`config.mk`:
```
export PLATFORM = sky130hd
export DESIGN_NAME = bgi_fifo
export DESIGN_NICKNAME = d
export VERILOG_FILES = /design/src/sv/bgi_fifo.sv
export SDC_FILE = /design/constraint.sdc
export NUM_CORES = 1
export LEC_CHECK = 0
export BUFFER_PORTS_ARGS = -buffer_cell sky130_fd_sc_hd__clkbuf_2
export CAP_MARGIN = 20
export CORE_UTILIZATION = 33
export CTS_CLUSTER_DIAMETER = 200
export DETAILED_ROUTE_END_ITERATION = 6
export GPL_TIMING_DRIVEN = 1
export SYNTH_ARGS = -nofsm -noshare
export SYNTH_HDL_FRONTEND = slang
export SYNTH_SLANG_ARGS = --single-unit
```
`constraint.sdc`:
```
create_clock -name clk -period 2.52 [get_ports clk]
set_input_delay 0.252 -clock clk [delete_from_list [all_inputs] [get_ports clk]]
set_output_delay 0.252 -clock clk [all_outputs]
set_load 0.02 [all_outputs]
```
`src/sv/bgi_fifo.sv`:
```
// ----------------------------------------------------------------------------
// bgi_fifo
// Small synchronous queue with registered storage and occupancy count.
// ----------------------------------------------------------------------------
module bgi_fifo #(
  parameter int WIDTH = 8,
  parameter int DEPTH = 4
) (
  input  logic             clk,
  input  logic             rst,
  input  logic             push,
  input  logic [WIDTH-1:0] wdata,
  output logic             full,
  input  logic             pop,
  output logic [WIDTH-1:0] rdata,
  output logic             empty
);

  localparam int PTR_W = (DEPTH > 1) ? $clog2(DEPTH) : 1;
  localparam int CNT_W = $clog2(DEPTH + 1);

  logic [WIDTH-1:0] slots [DEPTH];
  logic [PTR_W-1:0] wr_ptr;
  logic [PTR_W-1:0] rd_ptr;
  logic [CNT_W-1:0] count;
  logic             do_push;
  logic             do_pop;

  assign full    = (count == CNT_W'(DEPTH));
  assign empty   = (count == '0);
  assign do_push = push && !full;
  assign do_pop  = pop && !empty;
  assign rdata   = slots[rd_ptr];

  // Pointers and count
  always_ff @(posedge clk) begin
    if (rst) begin
      wr_ptr <= '0;
      rd_ptr <= '0;
      count  <= '0;
    end else begin
      if (do_push) begin
        wr_ptr <= (wr_ptr == PTR_W'(DEPTH - 1)) ? '0 : wr_ptr + 1'b1;
      end
      if (do_pop) begin
        rd_ptr <= (rd_ptr == PTR_W'(DEPTH - 1)) ? '0 : rd_ptr + 1'b1;
      end
      if (do_push && !do_pop) begin
        count <= count + 1'b1;
      end else if (do_pop && !do_push) begin
        count <= count - 1'b1;
      end
    end
  end

  // Storage
  always_ff @(posedge clk) begin
    if (do_push) begin
      slots[wr_ptr] <= wdata;
    end
  end

  a_pop_count: assert property (@(posedge clk) disable iff (rst)
    (do_pop && !do_push) |=> (count == $past(count) - 1'b1))
    else $error("queue count did not drop on pop");

endmodule

```
* Word-level counts from Yosys, hierarchy flattened
Memories as Yosys holds them, arrays and structs flattened. A register that Yosys moved wholly into a read port is not among the register bits.
Cells that the tools add are included.
** Storage, ports and cells
- Register bits :: 7
- RAM bits :: 32
- Input port bits :: 12
- Output and inout bits :: 10
- Word-level logic and storage cells :: 29
- Memories kept :: 1
** Memory list
- slots :: depth 4, bits a word 8, rd ports 1, clocked after Yosys merged registers in 1, wr ports 1, RTL line 22 : logic [WIDTH-1:0] slots [DEPTH];
** Operators by class
- $add $sub $neg :: 4
- Equal/unequal tests :: 3
- Muxes and demuxes :: 8
- Reduce and logical (&&, ||, !) cells :: 10
** Operator list (number)
- $mux W2 :: 4
- $mux W3 :: 2
- $add A2 B1 Y2 const B :: 2
- $eq A2 B2 Y1 const B :: 2
- $logic_and A1 B1 Y1 :: 4
- $logic_not A1 Y1 :: 4
- $add A3 B1 Y3 const B :: 1
- $eq A3 B3 Y1 const B :: 1
- $logic_not A3 Y1 :: 1
- $sub A3 B1 Y3 const B :: 1
- $mux W1 :: 2
- $reduce_bool A2 Y1 :: 1

* Depth between registers and ports, before layout
Gate-level depths: netlist of the first run.
- Depth after elaboration :: 7
- Mapped depth :: 10
- Depth with buffers taken out :: 9

* Least setup slack after synthesis of the first run
No wires, ideal clock.
- Path type :: register to register
- Start point :: reg count[0]
- End point :: reg count[2]
- Library setup time :: 70 ps
- Data arrival time :: 2124 ps
- Data required time :: 2450 ps
- Slack :: 326 ps
- Cell stages (with the launch flop) :: 11
- Path buffers :: 1
- Clock period less this slack :: 2194 ps
- Cells stage by stage :: dfxtp_1 or3b_1 buf_6 clkinv_4 nor2_2 ha_1 inv_1 fa_1 xor2_1 or3_2 a21oi_1
** On the way
- Cells in the longest elaborated chain, start to end :: 6
- Elaborated cells between the ends (all ways) :: 15
- Those cells by class :: 2 x add/sub; 1 x eq/ne; 2 x mux; 10 x reduce/logical
** Ends and longest elaborated chain
- start, declared :: RTL line 25 : logic [CNT_W-1:0] count;
- start signal, assigned :: RTL line 49 : count <= count + 1'b1;
- start signal, assigned :: RTL line 51 : count <= count - 1'b1;
- $eq A3 B3 Y1 * :: RTL line 29 : assign full = (count == CNT_W'(DEPTH));
- net full :: RTL line 13 : output logic full,
- $logic_not A1 Y1 * :: RTL line 31 : assign do_push = push && !full;
- $logic_and A1 B1 Y1 * :: RTL line 31
- net do_push :: RTL line 26 : logic do_push;
- $logic_not A1 Y1 :: RTL line 50 : end else if (do_pop && !do_push) begin
- $logic_and A1 B1 Y1 :: RTL line 50
- $reduce_bool A2 Y1 (no line)
Mark *: on every way through the listed nets, which the timed path passes. The rest lies on a longest branch. The select of a mux whose other input is x is not followed.
A chain may end at the register's enable or synchronous reset.

* Worst setup path in the final report of the first run
- Start point :: reg count[0]
- End point :: reg count[2]
** On the way
- Cells in the longest elaborated chain, start to end :: 6
- Elaborated cells between the ends (all ways) :: 15
- Those cells by class :: 2 x add/sub; 1 x eq/ne; 2 x mux; 10 x reduce/logical
** Ends and longest elaborated chain (RTL line)
- $eq A3 B3 Y1 * :: 29
- $logic_not A1 Y1 * :: 31
- $logic_and A1 B1 Y1 * :: 31
- net do_push :: 26
- $logic_not A1 Y1 :: 50
- $logic_and A1 B1 Y1 :: 50
- $reduce_bool A2 Y1 (no line)
Marks and branches as above.

==> impl_metrics.env, run 1 <==
export IMPL_status="completed"
export IMPL_globalplace_congestion=0.762
export IMPL_yosysWarnings=0
export IMPL_syn_area_mm2=0.00165
export IMPL_antenna_found_initial=0
export IMPL_start_util=0.346
export IMPL_gr_total_overflow=0
export IMPL_clk_latency_ns=0.29
export IMPL_seqPwrFrac=0.451
export IMPL_hold_violations=0
export IMPL_finalWorstSetupSlack_ns=0.226
export IMPL_ios=22
export IMPL_vias=845
export IMPL_design_core_area_mm2=0.00475
export IMPL_fp_row_count=25
export IMPL_maxSlewViolCount=0
export IMPL_dp_hpwl_um=1890
export IMPL_start_kind="register"
export IMPL_synth_top_flop_cell="edfxtp_1"
export IMPL_area_growth_pct=18.6
export IMPL_grt_usage=0.119
export IMPL_hold_buffers=0
export IMPL_p_per_area_mw_per_mm2=1030
export IMPL_die_width_um=72.6
export IMPL_ys_types=26
export IMPL_intPower_w=0.00145
export IMPL_cts_max_path_buffers=2
export IMPL_synth_top_cell_by_area="edfxtp_1"
export IMPL_grt_max_degree=15
export IMPL_rsz0062_at_grt="false"
export IMPL_final_cells=184
export IMPL_htree_levels=2
export IMPL_yosys_top_cells_count="32 x edfxtp_1, 9 x dfxtp_1, 8 x mux4_2, 6 x ha_1"
export IMPL_max_slew_margin=0.617
export IMPL_port_buffers=21
export IMPL_pwr_share_clk=0.309
export IMPL_p_leak_nw=0.720
export IMPL_syn_num_nets=111
export IMPL_worstPathMaxFanout=7
export IMPL_cts_tree="yes"
export IMPL_drt_wirelength_per_cell_um=14.7
export IMPL_drc=0
export IMPL_post_route_period_util=0.910
export IMPL_die_area_mm2=0.00527
export IMPL_cts_root_buffer="clkbuf_8"
export IMPL_dr_pass1_iters=4
export IMPL_ys_ff_latch=41
export IMPL_holdWs_ns=0.179
export IMPL_crit_type="reg2reg"
export IMPL_rrSetupSlack_ns=0.23
export IMPL_crit_required_ns=2.74
export IMPL_hold_class="in2reg"
export IMPL_syn_inst=92
export IMPL_seq_area_frac_synth=0.694
export IMPL_die_h_um=72.6
export IMPL_synth_edf_count=32
export IMPL_period_minus_slack_ns=2.29
export IMPL_path_clk_slew_ns=0.08
export IMPL_irDropWorstVdd_uv=434
export IMPL_critical_path_arrival_ns=2.52
export IMPL_final_util=0.410
export IMPL_critPathCaptureType="register"
export IMPL_drtIter0Drc=20
export IMPL_antennaDiodeCount=0
export IMPL_setup_viol=0
export IMPL_fmax_ghz=0.436
export IMPL_grt_pass1_vias=932
export IMPL_dp_cells=176
export IMPL_grt_pass1_wl_um=4480
export IMPL_fin_tns_setup_ns=0
export IMPL_switchingPower_w=0.000570
export IMPL_cts_setup_buffers=0
export IMPL_drt_total_wl_um=2710
export IMPL_synth_top_area_frac=0.584
export IMPL_ant_nets=0
export IMPL_cts_inserted_buffers=5
export IMPL_nets=135
export IMPL_pre_cts_ws_ns=0.149
export IMPL_synth_most_common_cell="edfxtp_1"
export IMPL_worstMarginPinSlew_ns=0.574
export IMPL_clock_sinks=41
export IMPL_p_sw_frac=0.283
export IMPL_synth_area_per_cell_um2=17.9
export IMPL_post_cts_resized=0
export IMPL_viasPerCell=4.59
export IMPL_synth_area_leaders="edfxtp_1 58%, dfxtp_1 11%, mux4_2 11%"
export IMPL_power_frac_comb=0.240
export IMPL_layout_drive_gt1_share=0.402
export IMPL_synth_async_reset_ratio=0
export IMPL_drv_cap=0
export IMPL_finClkSkew_ns=0.00486
-- through the flow --
step                      instance area [um^2]  total power, W
after detailed placement                  1810         0.00141
after floorplan                           1650         0.00127
after global routing                      1950         0.00212
after CTS                                 1950         0.00204
final                                     1950         0.00202
after global placement                    1810         0.00139
-- cells by family after synthesis --
logic type | after synthesis | synth area share
flip-flops | 41 | 0.694
adder cells (fa/ha/maj) | 7 | 0.0578
AND/OR/NAND/NOR | 16 | 0.0570
multiplexers | 10 | 0.122
XOR/XNOR | 2 | 0.0106
AO/OA/AOI/OAI | 7 | 0.0304
buffers and inverters | 9 | 0.0289
-- final cells by class --
type	count	area, um^2
Inverter	5	23.8
Multi-Input combinational cell	42	459
Clock buffer	5	68.8
Clock inverter	3	68.8
Tap cell	67	83.8
Fill cell	460	2800
Sequential cell	41	1140
Timing Repair Buffer	21	105
-- power by group through the flow --
| stage | registers, W | clock network, W | logic (W) |
|---|---|---|---|
| detailed placement | 0.000927 | 0 | 0.000488 |
| finish | 0.000908 | 0.000623 | 0.000484 |
| CTS | 0.000912 | 0.000643 | 0.000488 |
| global route | 0.000925 | 0.000668 | 0.000530 |
| floorplan | 0.000876 | 0 | 0.000397 |
| global placement | 0.000918 | 0 | 0.000469 |
-- worst paths after layout --
path / from / endpoint / depth (start not counted)
max: count[0] / count[2] / 9
min: wdata[6] / slots[2][6] / 1
max reg2reg: count[0] / count[2] / 9
min reg2reg: rd_ptr[0] / rd_ptr[0] / 2
-- flip-flops by register name, summed over array words and instances, names as in the netlist, named ones only --
signal  cells
count       3
slots      32
rd_ptr      2
wr_ptr      2
-- metal layers --
| layer | up-vias | wire length (um) | track usage |
|---|---|---|---|
| li1 | 399 | - | - |
| met1 | 420 | 1140 | 0.136 |
| met2 | 21 | 1400 | 0.206 |
| met3 | 5 | 134 | 0.0373 |
| met4 | 0 | 29 | 0.0523 |
| met5 | - | 0 | 0 |
-- worst max-delay path, stage by stage (launching register included) --
cell	delay (ns)
dfxtp_1	0.47
or3b_4	0.23
clkinv_4	0.06
nor2_2	0.12
ha_1	0.19
inv_1	0.06
fa_1	0.37
xor2_1	0.16
or3_2	0.42
a21oi_1	0.15
-- layout by cell type (no fill, tap or decap), types with 2 or more instances in the layout --
cell type	n
mux4_2	8
nand3_1	2
and3_2	4
ha_1	6
edfxtp_1	32
nor3_1	2
dfxtp_1	9
xor2_1	2
inv_1	4
clkbuf_8	5
clkbuf_2	21
o31ai_2	2
nor2_1	3
bufinv_16	2
a21oi_1	3
mux2i_1	2
Power figures use the tool's default switching activity.
==> inputs of run 2 (changes only) <==
--- a/config.mk
+++ b/config.mk
@@ -11,6 +11,7 @@
 export CTS_CLUSTER_DIAMETER = 200
 export DETAILED_ROUTE_END_ITERATION = 6
 export GPL_TIMING_DRIVEN = 1
+export PLACE_DENSITY_LB_ADDON = 0.1
 export SYNTH_ARGS = -nofsm -noshare
 export SYNTH_HDL_FRONTEND = slang
 export SYNTH_SLANG_ARGS = --single-unit
==> impl_metrics.env, run 2 (synthesis gave the netlist of run 1 again) <==
export IMPL_die_h_um=72.6
export IMPL_max_slew_margin=0.616
export IMPL_antennaDiodeCount=0
export IMPL_seqPwrFrac=0.502
export IMPL_reg2reg_depth=9
export IMPL_worstMarginPinSlew_ns=0.575
export IMPL_dp_hpwl_um=1840
export IMPL_dr_pass1_iters=3
export IMPL_die_area_mm2=0.00527
export IMPL_start_kind="register"
export IMPL_globalplace_congestion=0.759
export IMPL_finClkSkew_ns=0.00876
export IMPL_drt_total_wl_um=2660
export IMPL_cts_tree="yes"
export IMPL_rrSetupSlack_ns=0.24
export IMPL_holdWs_ns=0.177
export IMPL_grt_pass1_vias=881
export IMPL_p_leak_nw=0.700
export IMPL_antenna_found_initial=0
export IMPL_maxSlewViolCount=0
export IMPL_total_power_w=0.00181
export IMPL_critPathCaptureType="register"
export IMPL_start_util=0.346
export IMPL_grt_max_degree=14
export IMPL_cts_max_path_buffers=2
export IMPL_gr_total_overflow=0
export IMPL_p_per_area_mw_per_mm2=947
export IMPL_cts_root_buffer="clkbuf_8"
export IMPL_design_core_area_mm2=0.00475
export IMPL_final_util=0.401
export IMPL_critPathMaxStageDelay_ns=0.45
export IMPL_reg_top3="slots: 32 flops, count: 3 flops"
export IMPL_layout_drive_gt1_share=0.407
export IMPL_intPower_w=0.00124
export IMPL_grt_pass1_wl_um=4240
export IMPL_crit_family="simple AND/OR/NAND/NOR gates"
export IMPL_status="completed"
export IMPL_area_growth_pct=15.9
export IMPL_fp_row_count=25
export IMPL_fmax_ghz=0.438
export IMPL_mostFrequentLayoutCells="32 x edfxtp_1, 21 x clkbuf_2, 9 x dfxtp_1"
export IMPL_nets=136
export IMPL_die_width_um=72.6
export IMPL_grt_usage=0.114
export IMPL_period_minus_slack_ns=2.28
export IMPL_hold_violations=0
export IMPL_critPathBufInv=2
export IMPL_clock_sinks=41
export IMPL_port_buffers=21
export IMPL_regArea_mm2=0.00114
export IMPL_cts_inserted_buffers=5
export IMPL_hold_class="in2reg"
export IMPL_placed_cell_area_mm2=0.00182
export IMPL_rsz0062_at_grt="false"
export IMPL_worstPathCellList="or3b_4, clkinv_4, nor2_2, ha_1, inv_1, fa_1, xor2_1, or3_2, a21oi_1"
export IMPL_worstPathMaxFanout=7
export IMPL_post_route_period_util=0.907
export IMPL_switchingPower_w=0.000562
export IMPL_viasPerCell=4.56
export IMPL_largest_reg_flops=32
export IMPL_multi_input_area_um2=459
export IMPL_fill_cells=464
export IMPL_crit_required_ns=2.75
export IMPL_crit_slowest_cell="dfxtp_1"
export IMPL_fin_tns_setup_ns=0
export IMPL_reg2reg_to="count[2]"
export IMPL_min_path_cells=1
export IMPL_r2r_start="count[0]"
export IMPL_setup_viol=0
export IMPL_final_area_mm2=0.00191
export IMPL_ios=22
export IMPL_drc=0
export IMPL_top_register="slots"
export IMPL_p_sw_frac=0.311
export IMPL_power_frac_comb=0.270
export IMPL_htree_levels=2
export IMPL_hold_end="slots[0][1]"
export IMPL_critical_path_arrival_ns=2.51
export IMPL_pwr_share_clk=0.228
export IMPL_irDropWorstVdd_uv=409
export IMPL_drv_cap=0
export IMPL_hold_start="wdata[1]"
export IMPL_clk_latency_ns=0.29
export IMPL_drt_wirelength_per_cell_um=14.4
export IMPL_vias=843
export IMPL_ant_nets=0
export IMPL_drtIter0Drc=40
export IMPL_cts_setup_buffers=0
export IMPL_crit_type="reg2reg"
export IMPL_final_common_cell="edfxtp_1"
export IMPL_path_clk_slew_ns=0.08
run 2: changes by cell type in the layout (fill, tap and decap cells not counted):
cell,delta
clkinvlp_4,+1
inv_6,-1
bufinv_16,-2
buf_4,+1
clkinv_2,+2
run 2: timing repair:
| item | 4_1_cts | 5_1_grt |
|---|---|---|
| gates resized for setup | 0 | 1 |
| hold buffers | 0 | 0 |
| setup endpoints to repair | 0 | 1 |
run 2: power groups by stage:
stage	Sequential (W)	Clock (W)	Combinational [W]
2_1_floorplan	0.000876	0	0.000397
3_3_place_gp	0.000921	0	0.000479
3_5_place_dp	0.000926	0	0.000490
4_1_cts	0.000911	0.000428	0.000490
5_1_grt	0.000926	0.000453	0.000536
6_report	0.000907	0.000412	0.000487
run 2: worst max path at each step:
stage	from	end	slack [ns]	depth (start not counted)
2_1_floorplan	count[0]	count[2]	0.33	10
3_3_place_gp	count[0]	count[2]	0.24	9
3_5_place_dp	count[0]	count[2]	0.13	9
4_1_cts	count[0]	count[2]	0.12	9
5_1_grt	count[0]	count[2]	0.08	9
6_report	count[0]	count[2]	0.24	9
run 2: worst register-to-register path, stage by stage, from the launching register on:
cell and delay, ns:
dfxtp_1 0.45, or3b_4 0.23, clkinv_4 0.06, nor2_2 0.12, ha_1 0.21, inv_1 0.07
fa_1 0.38, xor2_1 0.16, or3_2 0.40, a21oi_1 0.15
run 2: layer usage:
metal	up-vias	track usage	part of all wire	routed length (um)
met4	0	0.0697	0.024	63
met2	19	0.189	0.51	1360
met3	8	0.0331	0.046	122
met5	-	0	0	0
met1	412	0.130	0.42	1120
li1	404	-	-	-
run 2: area by class of cell:
| class | instances | share of cell area |
|---|---|---|
| flip-flops and latches | 41 | 0.598 |
| multi-input cells | 42 | 0.241 |
| repair buffers | 22 | 0.0591 |
| well taps | 67 | 0.0440 |
| clock buffers | 5 | 0.0361 |
| inverters | 5 | 0.0125 |
| clock inverters | 3 | 0.00919 |
run 2: stage by stage:
step / setup WS, ns / instances
after global placement: 0.243 / 177
after CTS: 0.118 / 185
after floorplan: 0.326 / 92
after detailed placement: 0.126 / 177
final: 0.236 / 185
after global routing: 0.0798 / 185
