### src/sv/bgi_pkg.sv
// ----------------------------------------------------------------------------
// bgi_pkg
// Shared types and constants of the bilinear grid interpolator.
// ----------------------------------------------------------------------------
package bgi_pkg;

  // Fixed field widths
  localparam int COORD_W     = 40;  // signed Q24.16 coordinates and origins
  localparam int COORD_FRAC  = 16;
  localparam int RECIP_W     = 32;  // unsigned Q0.32 reciprocal spacing
  localparam int RECIP_FRAC  = 32;
  localparam int SAMPLE_W    = 32;  // signed Q16.16 samples and results
  localparam int FIELD_IDX_W = 6;   // load column and row fields
  localparam int CFG_IDX_W   = 2;

  localparam logic [RECIP_W-1:0] RECIP_RESET = 32'd65536;

  // Item function codes
  localparam logic FUNC_LOAD  = 1'b0;
  localparam logic FUNC_QUERY = 1'b1;

  // Register map
  typedef enum logic [CFG_IDX_W-1:0] {
    REG_X_ORIGIN = 2'd0,
    REG_Y_ORIGIN = 2'd1,
    REG_X_RECIP  = 2'd2,
    REG_Y_RECIP  = 2'd3
  } bgi_reg_t;

  typedef struct packed {
    logic signed [COORD_W-1:0] x_origin;
    logic signed [COORD_W-1:0] y_origin;
    logic [RECIP_W-1:0]        x_recip;
    logic [RECIP_W-1:0]        y_recip;
  } bgi_cfg_t;

  // Classified item passed from front to back
  typedef struct packed {
    logic                       query;
    logic                       ld_ok;
    logic [FIELD_IDX_W-1:0]     col;
    logic [FIELD_IDX_W-1:0]     row;
    logic signed [SAMPLE_W-1:0] value;
    logic                       x_neg;
    logic [COORD_W-1:0]         dx;
    logic                       y_neg;
    logic [COORD_W-1:0]         dy;
  } bgi_item_t;

  typedef struct packed {
    logic signed [SAMPLE_W-1:0] value;
    logic                       oog;
  } bgi_result_t;

endpackage

### src/sv/bgi_front.sv
// ----------------------------------------------------------------------------
// bgi_front
// Configuration registers and item classification: checks load addresses
// and takes the grid origin off query coordinates.
// ----------------------------------------------------------------------------
module bgi_front #(
  parameter int GRID_COLS = 64,
  parameter int GRID_ROWS = 64
) (
  input  logic                                  clk,
  input  logic                                  rst,
  input  logic                                  cfg_we,
  input  logic [bgi_pkg::CFG_IDX_W-1:0]         cfg_index,
  input  logic [bgi_pkg::COORD_W-1:0]           cfg_wdata,
  input  logic                                  func,
  input  logic [bgi_pkg::FIELD_IDX_W-1:0]       load_col,
  input  logic [bgi_pkg::FIELD_IDX_W-1:0]       load_row,
  input  logic signed [bgi_pkg::SAMPLE_W-1:0]   load_value,
  input  logic signed [bgi_pkg::COORD_W-1:0]    point_x,
  input  logic signed [bgi_pkg::COORD_W-1:0]    point_y,
  output bgi_pkg::bgi_cfg_t                     cfg,
  output bgi_pkg::bgi_item_t                    item
);

  import bgi_pkg::*;

  bgi_reg_t                  cfg_reg;
  logic signed [COORD_W:0]   x_diff;
  logic signed [COORD_W:0]   y_diff;

  assign cfg_reg = bgi_reg_t'(cfg_index);

  // Register writes
  always_ff @(posedge clk) begin
    if (rst) begin
      cfg.x_origin <= '0;
      cfg.y_origin <= '0;
      cfg.x_recip  <= RECIP_RESET;
      cfg.y_recip  <= RECIP_RESET;
    end else if (cfg_we) begin
      unique case (cfg_reg)
        REG_X_ORIGIN: cfg.x_origin <= cfg_wdata;
        REG_Y_ORIGIN: cfg.y_origin <= cfg_wdata;
        REG_X_RECIP:  cfg.x_recip  <= cfg_wdata[RECIP_W-1:0];
        REG_Y_RECIP:  cfg.y_recip  <= cfg_wdata[RECIP_W-1:0];
        default: ;
      endcase
    end
  end

  // Offset from the grid origin, one bit wider so it cannot wrap
  assign x_diff = {point_x[COORD_W-1], point_x} - {cfg.x_origin[COORD_W-1], cfg.x_origin};
  assign y_diff = {point_y[COORD_W-1], point_y} - {cfg.y_origin[COORD_W-1], cfg.y_origin};

  // Classify the item
  always_comb begin
    item.query = (func == FUNC_QUERY);
    item.ld_ok = (int'(load_col) < GRID_COLS) && (int'(load_row) < GRID_ROWS);
    item.col   = load_col;
    item.row   = load_row;
    item.value = load_value;
    item.x_neg = x_diff[COORD_W];
    item.dx    = x_diff[COORD_W-1:0];
    item.y_neg = y_diff[COORD_W];
    item.dy    = y_diff[COORD_W-1:0];
  end

endmodule

### config.mk
export PLATFORM = sky130hd
export DESIGN_NAME = bgi_front
export DESIGN_NICKNAME = d
export VERILOG_FILES = /design/src/sv/bgi_pkg.sv /design/src/sv/bgi_front.sv
export SDC_FILE = /design/constraint.sdc
export NUM_CORES = 1
export LEC_CHECK = 0
export BUFFER_PORTS_ARGS = -buffer_cell sky130_fd_sc_hd__buf_4
export CAP_MARGIN = 0
export CORE_AREA = 2 2 174 176
export DETAILED_ROUTE_END_ITERATION = 7
export DIE_AREA = 0 0 176 178
export GPL_TIMING_DRIVEN = 0
export PLACE_DENSITY = 0.67
export SYNTH_ARGS = -nofsm -noshare
export SYNTH_HDL_FRONTEND = slang
export SYNTH_SLANG_ARGS = --single-unit
### constraint.sdc
create_clock -name clk -period 2.8 [get_ports clk]
set_clock_uncertainty 0.05 [all_clocks]
set_input_delay 0.28 -clock clk [delete_from_list [all_inputs] [get_ports clk]]
set_output_delay 0.28 -clock clk [all_outputs]
set_load 0.03 [all_outputs]
---- Word-level counts from Yosys, hierarchy flattened ----
Cells that the tools add are included.
Widths: inputs -> output; s select.
operators by class
  bitwise gates (word level) .............. 0
  reduce and logical (&&, ||, !) cells .... 5
  shift-type cells ........................ 0
  div/mod/pow operators ................... 0
  multipliers ............................. 0
  $lt $le $gt $ge ......................... 0
  add/sub/neg operators ................... 2
  multiplexer cells ....................... 0
  eq/ne operators ......................... 3
operators by type and width
  cell                number
  $sub 40x40->41      2
  $reduce_and 2->1    4
  $eq 2x2->1 const B  2
  $eq 2x1->1 const B  1
  $logic_not 2->1     1
word-level totals
  memories ................................ 0
  register bits after elaboration ......... 144
  ROM bits ................................ 0
  memory bits (writable) .................. 0
  input bits .............................. 170
  word-level logic and storage cells ...... 14
  output and inout port bits .............. 272
  bits in latches ......................... 0

---- Longest topological paths before layout ----
Gate-level depths: netlist of the first run.
  depth in word-level cells ............... 2
  depth in mapped cells ................... 11
  depth with buffers taken out ............ 11

---- Worst setup path before layout of the first run ----
Ideal clock, no wire load.
  path kind ............................... flip-flop to output port
  start point ............................. register cfg[106] in the netlist's numbering
  end point ............................... output port item[73] in the netlist's numbering
  path buffers ............................ 0
  data arrival time ....................... 3.103 ns
  required time ........................... 2.470 ns
  slack ................................... -0.633 ns
  stages on the path, launching flop included .. 11
  cells stage by stage .................... dfxtp_1 -> inv_1 -> ha_1 -> nor2b_1 -> o21a_1 -> a311o_1 -> nand2_1 -> o221ai_2 -> a41oi_2 -> o21ai_1 -> a311oi_1
RTL lines
  item         line             RTL
  from (decl)  bgi_front.sv:21  output bgi_pkg::bgi_cfg_t cfg,
  to (decl)    bgi_front.sv:22  output bgi_pkg::bgi_item_t item

==> out/results.tsv, run 1 <==
metric	value	unit
max-cap-violations	0	
fin_crit_sh	126	%
grt_usage	25.7	%
fin_area	0.0169	mm2
ctsRootBufferMaster	clkbuf_16	
synthCells	1390	
multi_input_area	0.00797	mm2
dp_hpwl	33000	um
rows	63	
wl_per_cell	18.8	um
fmax	0.283	GHz
grt_max_degree	17	
clockBufferDepth	2	
end_kind	output pin	
yosysTopAreaCellShare	28.6	%
finalCriticalPeriod	3530	ps
first_pass_iters	6	
placedInstanceArea	0.0142	mm2
die_w	176	um
fin_tns_setup	-26960	ps
ir_drop	0.000309	V
die_y	178	um
cts_sinks	144	
synth-async-reset-ratio	0	%
leakage	6.99	nW
fillers	2693	
layout_common_cells	buf_4 (467), nand2_1 (327), a21oi_1 (187)	
fin_cells	2286	
max_slew_margin	52.7	%
start_util	34.3	%
seq_area_frac_synth	28.6	%
synthTopCellsByArea	dfxtp_1 (29%), nand2_1 (13%), a21oi_1 (10%)	
hold_viol	0	
area_growth	67.8	%
grt-busiest-layer	met2	
syn_area_per_cell	7.26	um2
holdBufCountCts	0	
synth_cell_type_count	77	
required	2470	ps
clk_latency	420	ps
syn-num-nets	1642	
vias_per_cell	5.17	
largest_reg_flops	144	
routed_wl	43000	um
ios	442	
gp_congestion	0.899	
use_met3	7.16	%
gr-usage-met1	30.3	%
yosysTopAreaCell	dfxtp_1	
critPathMaxFanout	4	
tightest_slew	709	ps
drt_iter0_drc	736	
antenna_found_initial	0	
cts_buffers	17	
core_area	0.0294	mm2
worst-setup-path-type	reg -> out	
crit_arrival	3200	ps
dp.cells	2174	
synth-seq-cells	144	
drc	0	
hold_slack	63.8	ps
fp.dieArea	0.0313	mm2
critPathLaunchType	register	
drv_slew	0	
ant_nets	0	
worstHoldPathType	in -> reg	
grt_pass1_wl	62100	um
rsz0062_at_grt	yes	
antenna_cells	0	
synth_area	0.0101	mm2
fin_ws	-735	ps
htreeDepth	4	
synth_warnings	0	
outcome	finished, violations left	
powerDensity	468	mW/mm2
setup_viol	63	
grt_overflow	0	
ys_dominant_reg_cell	dfxtp_1	
utilization	57.6	%
violations	setup timing	
drive_gt1_share	44.8	%
finish.net_count	2135	
synth_edf_count	0	
cts_tree	yes	
clk_transition_reported_paths	70	ps
regArea	0.00300	mm2
final_common_cell	buf_4	
io_buffers	394	
grt_pass1_vias	11400	
use_met2	45.1	%
num_vias	11800	
==> per-layer routing <==
metal / vias to the layer above / wire [um]
met3: 72 / 3330
li1: 5664 / -
met2: 477 / 21200
met1: 5607 / 17200
met4: 0 / 1250
met5: - / 0
==> synth_stat cells, types with 12 or more instances <==
library cell  instances
a21o_1               32
a21oi_1             211
a31oi_1              16
and3_1               14
buf_4                47
clkbuf_1             58
dfxtp_1             144
ha_1                 80
inv_1               108
nand2_1             336
nand3_1              17
nor2_1               40
o21a_1               24
o21ai_0              34
o21bai_1             12
xnor2_1              43
xor2_1               25
==> area by class of cell <==
type / count / share of cell area [%]
plain buffers: 97 / 3.20
multi-input cells: 1027 / 47.1
flip-flops and latches: 144 / 17.7
well taps: 390 / 2.88
clock buffers: 18 / 2.53
repair buffers: 488 / 23.1
clock inverters: 14 / 1.07
inverters: 108 / 2.41
==> repair_timing <==
action,CTS,global route
gates cloned,0,0
setup endpoints to repair,64,68
pin swaps,87,84
endpoints found under the hold margin,0,0
resized for setup,180,125
buffers inserted,63,39
==> critical path: stages (launching register included) <==
cell and delay (ps):
dfxtp_4 360, ha_4 160, fa_2 370, nor2b_4 160
o2111ai_4 150, a31oi_4 290, buf_4 170, a311oi_4 120
a211oi_2 300, a41o_1 230, a21o_4 160, xor2_4 160
buf_6 150
==> power by group <==
part / internal (mW) / switching (mW) / total, mW
combinational: 1.47 / 1.91 / 3.38
sequential: 2.11 / 0.0603 / 2.17
clock: 1.42 / 0.950 / 2.37
==> stage by stage <==
| stage | power [mW] | setup WS (ps) |
|---|---|---|
| 2_1_floorplan | 4.00 | -272 |
| 6_report | 7.92 | -735 |
| 3_5_place_dp | 4.98 | -646 |
| 4_1_cts | 7.72 | -767 |
| 5_1_grt | 8.25 | -803 |
| 3_3_place_gp | 4.96 | -608 |
==> path summary, 6_finish.rpt <==
path	from	to	slack, ps	cells past startpoint
worst min register to register	cfg[56]$_SDFFE_PP0P_	cfg[56]$_SDFFE_PP0P_	410	2
worst min-delay path	cfg_wdata[32]	cfg[136]$_SDFFE_PP0P_	60	3
worst max register to register	cfg[104]$_SDFFE_PP0P_	cfg[104]$_SDFFE_PP0P_	1960	3
worst max-delay path	cfg[64]$_SDFFE_PP0P_	item[38]	-730	12
==> cells by family (layout without fill, tap and decap cells) <==
group | after synthesis | in the layout | synth area share [%]
and+or+nand+nor | 472 | 472 | 20.0
AOI/OAI and AO/OA | 404 | 404 | 25.2
buffers and inverters | 219 | 725 | 9.93
DFF | 144 | 144 | 28.6
adders and majority gates | 82 | 82 | 10.3
xor gates and xnor gates | 68 | 68 | 5.90
other | 1 | 1 | 0.0372
(Power assumes the default switching activity.)
==> run 2, diff against run 1 <==
==> constraint.sdc (replaced) <==
create_clock -name clk -period 2.8 [get_ports clk]
set_clock_uncertainty 0.05 [all_clocks]
set_input_delay 0.14 -clock clk [delete_from_list [all_inputs] [get_ports clk]]
set_output_delay 0.14 -clock clk [all_outputs]
set_load 0.03 [all_outputs]
==> run 2 against run 1 <==
Net effect:
- the run still ends with setup timing left
- worst hold slack better by 7.2 ps
- utilization rose by 0.87 points
- sequential share of layout area fell by 0.45 points
- count of clock-buffer cells in the layout did not move
- maximum frequency grew 5.1%
- total power fell by 1.7%
- highest routed layer unchanged
- clock power is 6% lower
- cell area up 1.5%
- setup slack gained 170 ps
==> out/results.tsv, run 2 (synthesis gave the netlist of run 1 again) <==
metric	value	unit	change
outcome	finished, violations left		
violations	setup timing		
antenna_found_initial	0		unchanged
finalCriticalPeriod	3360	ps	-173 ps
required	2610	ps	+140 ps
fin_ws	-562	ps	+173 ps
wl_per_cell	18.5	um	-1.9%
ctsRootBufferMaster	clkbuf_16		
max_slew_margin	52.2	%	-0.49 points
finish.net_count	2188		+2.5%
placedInstanceArea	0.0139	mm2	-2.1%
clk_transition_reported_paths	70	ps	about the same
grt_pass1_vias	11400		+0.088%
worstHoldPathType	in -> reg		
grt_usage	26.0	%	+0.23 points
die_y	178	um	unchanged
area_growth	70.3	%	
cts_buffers	17		unchanged
grt_max_degree	17		unchanged
fillers	2662		-1.2%
fin_tns_setup	-17770	ps	+9190 ps
grt_overflow	0		unchanged
worst_path_largest_cell_delay	370	ps	about the same
clockBufferDepth	2		unchanged
ir_drop	0.000286	V	-7.4%
worst-setup-path-type	reg -> out		
cp_cell_sequence	ha_4, fa_2, nor2b_2, o21a_1, a311o_1, nand2_2, o221ai_4, a41oi_4, o41ai_4, buf_4, xor2_2, buf_6		
total_power	7.78	mW	-1.7%
fin_crit_sh	120	%	-6.2 points
clk_latency	430	ps	about the same
drt_iter0_drc	686		-6.8%
ant_nets	0		unchanged
dp_hpwl	32500	um	-1.4%
core_area	0.0294	mm2	unchanged
tightest_slew	717	ps	+7.40 ps
largest_reg_flops	144		unchanged
drv_slew	0		unchanged
start_util	34.3	%	unchanged
critPathLaunchType	register		
fmax	0.297	GHz	+5.1%
powerDensity	453	mW/mm2	-3.2%
drc	0		unchanged
io_buffers	394		unchanged
num_vias	11900		+1.1%
antenna_cells	0		unchanged
max-cap-violations	0		unchanged
cts_sinks	144		unchanged
first_pass_iters	5		-1
cts_tree	yes		
htreeDepth	4		unchanged
hold_viol	0		unchanged
leakage	7.15	nW	+2.4%
end_kind	output pin		
crit_arrival	3170	ps	-30 ps
drive_gt1_share	43.8	%	-1.0 points
vias_per_cell	5.11		-1.2%
setup_viol	56		-11%
crit_slowest_cell	fa_2		
fp.dieArea	0.0313	mm2	unchanged
rsz0062_at_grt	yes		
critPathMaxFanout	4		unchanged
grt_pass1_wl	62800	um	+1.1%
routed_wl	43200	um	+0.38%
rows	63		unchanged
gp_congestion	0.888		-1.2%
layout_common_cells	buf_4 (489), nand2_1 (328), a21oi_1 (189)		
cp_top_family	compound AO/OA/AOI/OAI gates		
fin_area	0.0172	mm2	+1.5%
final_common_cell	buf_4		
critPathBufInv	2		unchanged
ios	442		unchanged
die_w	176	um	unchanged
-- run 2: cell count changes in the layout (fill, tap and decap cells not counted), moves of 4 or more --
cell	before	now
buf_4	467	489
buf_6	67	56
dfxtp_1	92	106
dfxtp_2	33	25
dfxtp_4	19	13
dlygate4sd3_1	0	40
inv_1	94	89
inv_2	13	18
nor3_2	0	4
-- run 2: path summary, 6_finish.rpt --
path / start / endpoint / slack [ps] / depth (start not counted)
hold / removal: cfg_index[0] / cfg[32]$_SDFFE_PP0P_ / 70 / 4
setup reg to reg: cfg[105]$_SDFFE_PP0P_ / cfg[105]$_SDFFE_PP0P_ / 1970 / 3
hold reg to reg: cfg[30]$_SDFFE_PP0P_ / cfg[30]$_SDFFE_PP0P_ / 410 / 2
setup / recovery: cfg[104]$_SDFFE_PP0P_ / item[77] / -560 / 12
-- run 2: layout make-up --
class	instances	area (um2)	share of cell area [%]
Multi-Input combinational cell	1027	7850	45.7
Timing Repair Buffer	539	4360	25.3
Sequential cell	144	2960	17.2
Buffer	99	547	3.18
Tap cell	390	488	2.84
Clock buffer	18	429	2.50
Inverter	108	408	2.37
Clock inverter	14	148	0.859
-- run 2: per-stage QoR --
| stage | setup WS, ps | hold WS, ps | util [%] | instances |
|---|---|---|---|---|
| final | -562 | 71.0 | 58.5 | 2339 |
| after global routing | -678 | 113 | 58.5 | 2339 |
| after CTS | -639 | 79.0 | 55.5 | 2297 |
| after detailed placement | -567 | 360 | 47.4 | 2174 |
| after global placement | -484 | 354 | 47.4 | 2174 |
| after floorplan | -132 | 211 | - | 1390 |
-- run 2: power by group --
part | total [mW] | leakage, nW | internal [mW] | switching [mW]
logic | 3.38 | 5.69 | 1.48 | 1.90
clock network | 2.23 | 0.274 | 1.25 | 0.979
registers | 2.17 | 1.19 | 2.11 | 0.0592
total | 7.78 | 7.15 | 4.85 | 2.94
-- run 2: repair_timing --
| action | CTS | global route |
|---|---|---|
| hold buffers | 40 | 0 |
| endpoints found under the hold margin | 144 | 0 |
| pin swaps | 79 | 89 |
| setup buffers | 59 | 52 |
| endpoints found under the setup margin | 59 | 65 |
| resized for setup | 204 | 128 |
-- run 2: routing by layer --
layer  global-route usage (%)  up-vias  routed length, um
met4                     8.54        0               1240
li1                         -     5770                  -
met5                        0        -                  0
met3                     7.12       79               3540
met1                     31.0     5611              17200
met2                     45.2      486              21200
-- run 2: worst reg2reg max path, stage by stage, from the launching register on --
cell	delay [ps]
dfxtp_4	380
buf_4	120
nand2_1	40
a21oi_1	150
==> run 3, diff against run 2 <==
- BUFFER_PORTS_ARGS: -buffer_cell sky130_fd_sc_hd__buf_4 -> -buffer_cell sky130_fd_sc_hd__buf_2
==> run 3 against run 2 <==
Net effect:
- first-iteration DRC count grew 6.6%
- critical endpoint is now item[33]
- largest power group unchanged
- the run still ends with setup timing left
- highest routed layer is now met5
- sequential power barely moved
- die area unchanged
- utilization down 3.6 points
==> out/results.tsv, run 3 (synthesis gave the netlist of run 1 again) <==
metric	value	unit	change
ios	442		unchanged
drive_gt1_share	42.3	%	-1.5 points
grt_pass1_vias	11400		-0.46%
cts_sinks	144		unchanged
violations	setup timing		
holdPathEnd	cfg[56]$_SDFFE_PP0P_		
finalCriticalPeriod	3390	ps	+25.0 ps
fp.dieArea	0.0313	mm2	unchanged
holdCritStartpoint	cfg_wdata[24]		
wl_per_cell	18.4	um	-0.13%
powerDensity	473	mW/mm2	+4.4%
grt_overflow	0		unchanged
area_growth	60.0	%	
worstHoldPathType	in -> reg		
end_kind	output pin		
io_buffers	394		unchanged
critPathBufInv	3		+1
layout_common_cells	buf_2 (334), nand2_1 (329), a21oi_1 (189)		
clk_transition_reported_paths	70	ps	about the same
multi_input_area	0.00777	mm2	-0.96%
largest_reg_flops	144		unchanged
die_y	178	um	unchanged
gp_congestion	0.888		about the same
critPathLaunchType	register		
first_pass_iters	5		unchanged
required	2610	ps	about the same
start_util	34.3	%	unchanged
max-cap-violations	0		unchanged
ctsRootBufferMaster	clkbuf_16		
ant_nets	0		unchanged
r2r_slack	1980	ps	about the same
finish.net_count	2170		-0.82%
grt_pass1_wl	62200	um	-1.0%
fin_tns_setup	-17330	ps	+436 ps
fin_ws	-587	ps	-25.0 ps
r2r_start	cfg[64]$_SDFFE_PP0P_		
crit_arrival	3200	ps	+30 ps
tightest_slew	762	ps	+45.6 ps
grt_usage	25.7	%	-0.31 points
worstHoldPathCells	3		-1
cts_buffers	17		unchanged
htreeDepth	4		unchanged
r2r_end	cfg[64]$_SDFFE_PP0P_		
leakage	6.89	nW	-3.6%
vias_per_cell	5.13		+0.37%
cp_cell_sequence	inv_4, ha_4, nand4_4, or4_4, buf_4, nor3_2, nor4b_4, o21ai_1, a21oi_2, o21bai_4, xor2_4, buf_6		
setup_viol	54		-3.6%
outcome	finished, violations left		
drt_iter0_drc	731		+6.6%
num_vias	11900		-0.32%
core_area	0.0294	mm2	unchanged
clockBufferDepth	2		unchanged
max_slew_margin	49.2	%	-3.0 points
drv_slew	0		unchanged
final_common_cell	buf_2		
worst-setup-path-type	reg -> out		
fillers	2742		+3.0%
antenna_found_initial	3		+3
dp_hpwl	32300	um	-0.63%
ir_drop	0.000336	V	+17%
drc	0		unchanged
die_w	176	um	unchanged
cts_tree	yes		
regArea	0.00296	mm2	about the same
dpl_worst_slack	-504	ps	+63.3 ps
rows	63		unchanged
hold_viol	0		unchanged
worstRegToRegCells	3		unchanged
worst_path_largest_cell_delay	580	ps	+210 ps
cp_top_family	simple AND/OR/NAND/NOR gates		
clk_latency	410	ps	-20 ps
rsz0062_at_grt	yes		
critPathMaxFanout	5		+1
fmax	0.295	GHz	-0.74%
total_power	7.63	mW	-2.0%
routed_wl	42800	um	-0.81%
grt_max_degree	17		unchanged
fin_crit_sh	121	%	+0.89 points
crit_slowest_cell	or4_4		
run 3: changes by cell type in the layout (fill, tap and decap cells not counted), sizes merged:
| cell | delta |
|---|---|
| clkinvlp | -2 |
| buf | -14 |
| clkinv | +2 |
| inv | +1 |
| clkbuf | -1 |
| diode | +2 |
| dlygate4sd3 | -4 |
run 3: area by class of cell:
class	count	area share (%)
Multi-Input combinational cell	1027	48.2
Timing Repair Buffer	521	20.9
Clock buffer	17	2.64
Sequential cell	144	18.3
Clock inverter	15	0.930
Tap cell	390	3.02
Buffer	99	3.39
Inverter	108	2.56
Antenna cell	2	0.0310
run 3: metrics by stage:
stage	utilization, %	std cells	hold WS, ps	area [um2]
global route	54.9	2323	1.18	16100
CTS	52.1	2290	0.511	15300
global placement	44.1	2174	351	13000
detailed placement	44.1	2174	358	13000
floorplan	-	1390	211	10500
finish	54.9	2323	21.4	16100
run 3: worst reg2reg max path: stages (launching register included):
cell and delay (ps):
dfxtp_4 370, buf_4 120, nand2_1 40, a21oi_1 150
run 3: repair_timing:
| item | in CTS | in global routing |
|---|---|---|
| pin swaps | 86 | 76 |
| hold buffers | 36 | 0 |
| hold endpoints to repair | 123 | 0 |
| setup endpoints to repair | 60 | 63 |
| resized for setup | 240 | 129 |
| buffers inserted | 54 | 42 |
run 3: how the worst max path moves through the flow:
stage | from | to | slack (ps) | cells after the start
after floorplan | cfg[64]$_SDFFE_PP0P_ | item[34] | -130 | 10
after CTS | cfg[104]$_SDFFE_PP0P_ | item[77] | -600 | 11
after global placement | cfg[106]$_SDFFE_PP0P_ | item[80] | -530 | 11
after global routing | cfg[86]$_SDFFE_PP0P_ | item[35] | -680 | 13
after detailed placement | cfg[106]$_SDFFE_PP0P_ | item[80] | -500 | 11
final | cfg[81]$_SDFFE_PP0P_ | item[33] | -590 | 12
run 3: routing by layer:
layer	up-vias	global-route usage, %	share of wire [%]
li1	5734	-	-
met1	5608	31.1	41
met2	478	44.7	48
met3	86	6.29	7.3
met4	2	8.33	3.2
met5	-	0	0.026
run 3: power by group:
part	switching [mW]	internal (mW)
clock network	1.01	1.25
registers	0.0574	2.11
logic	1.88	1.32
total	2.94	4.69
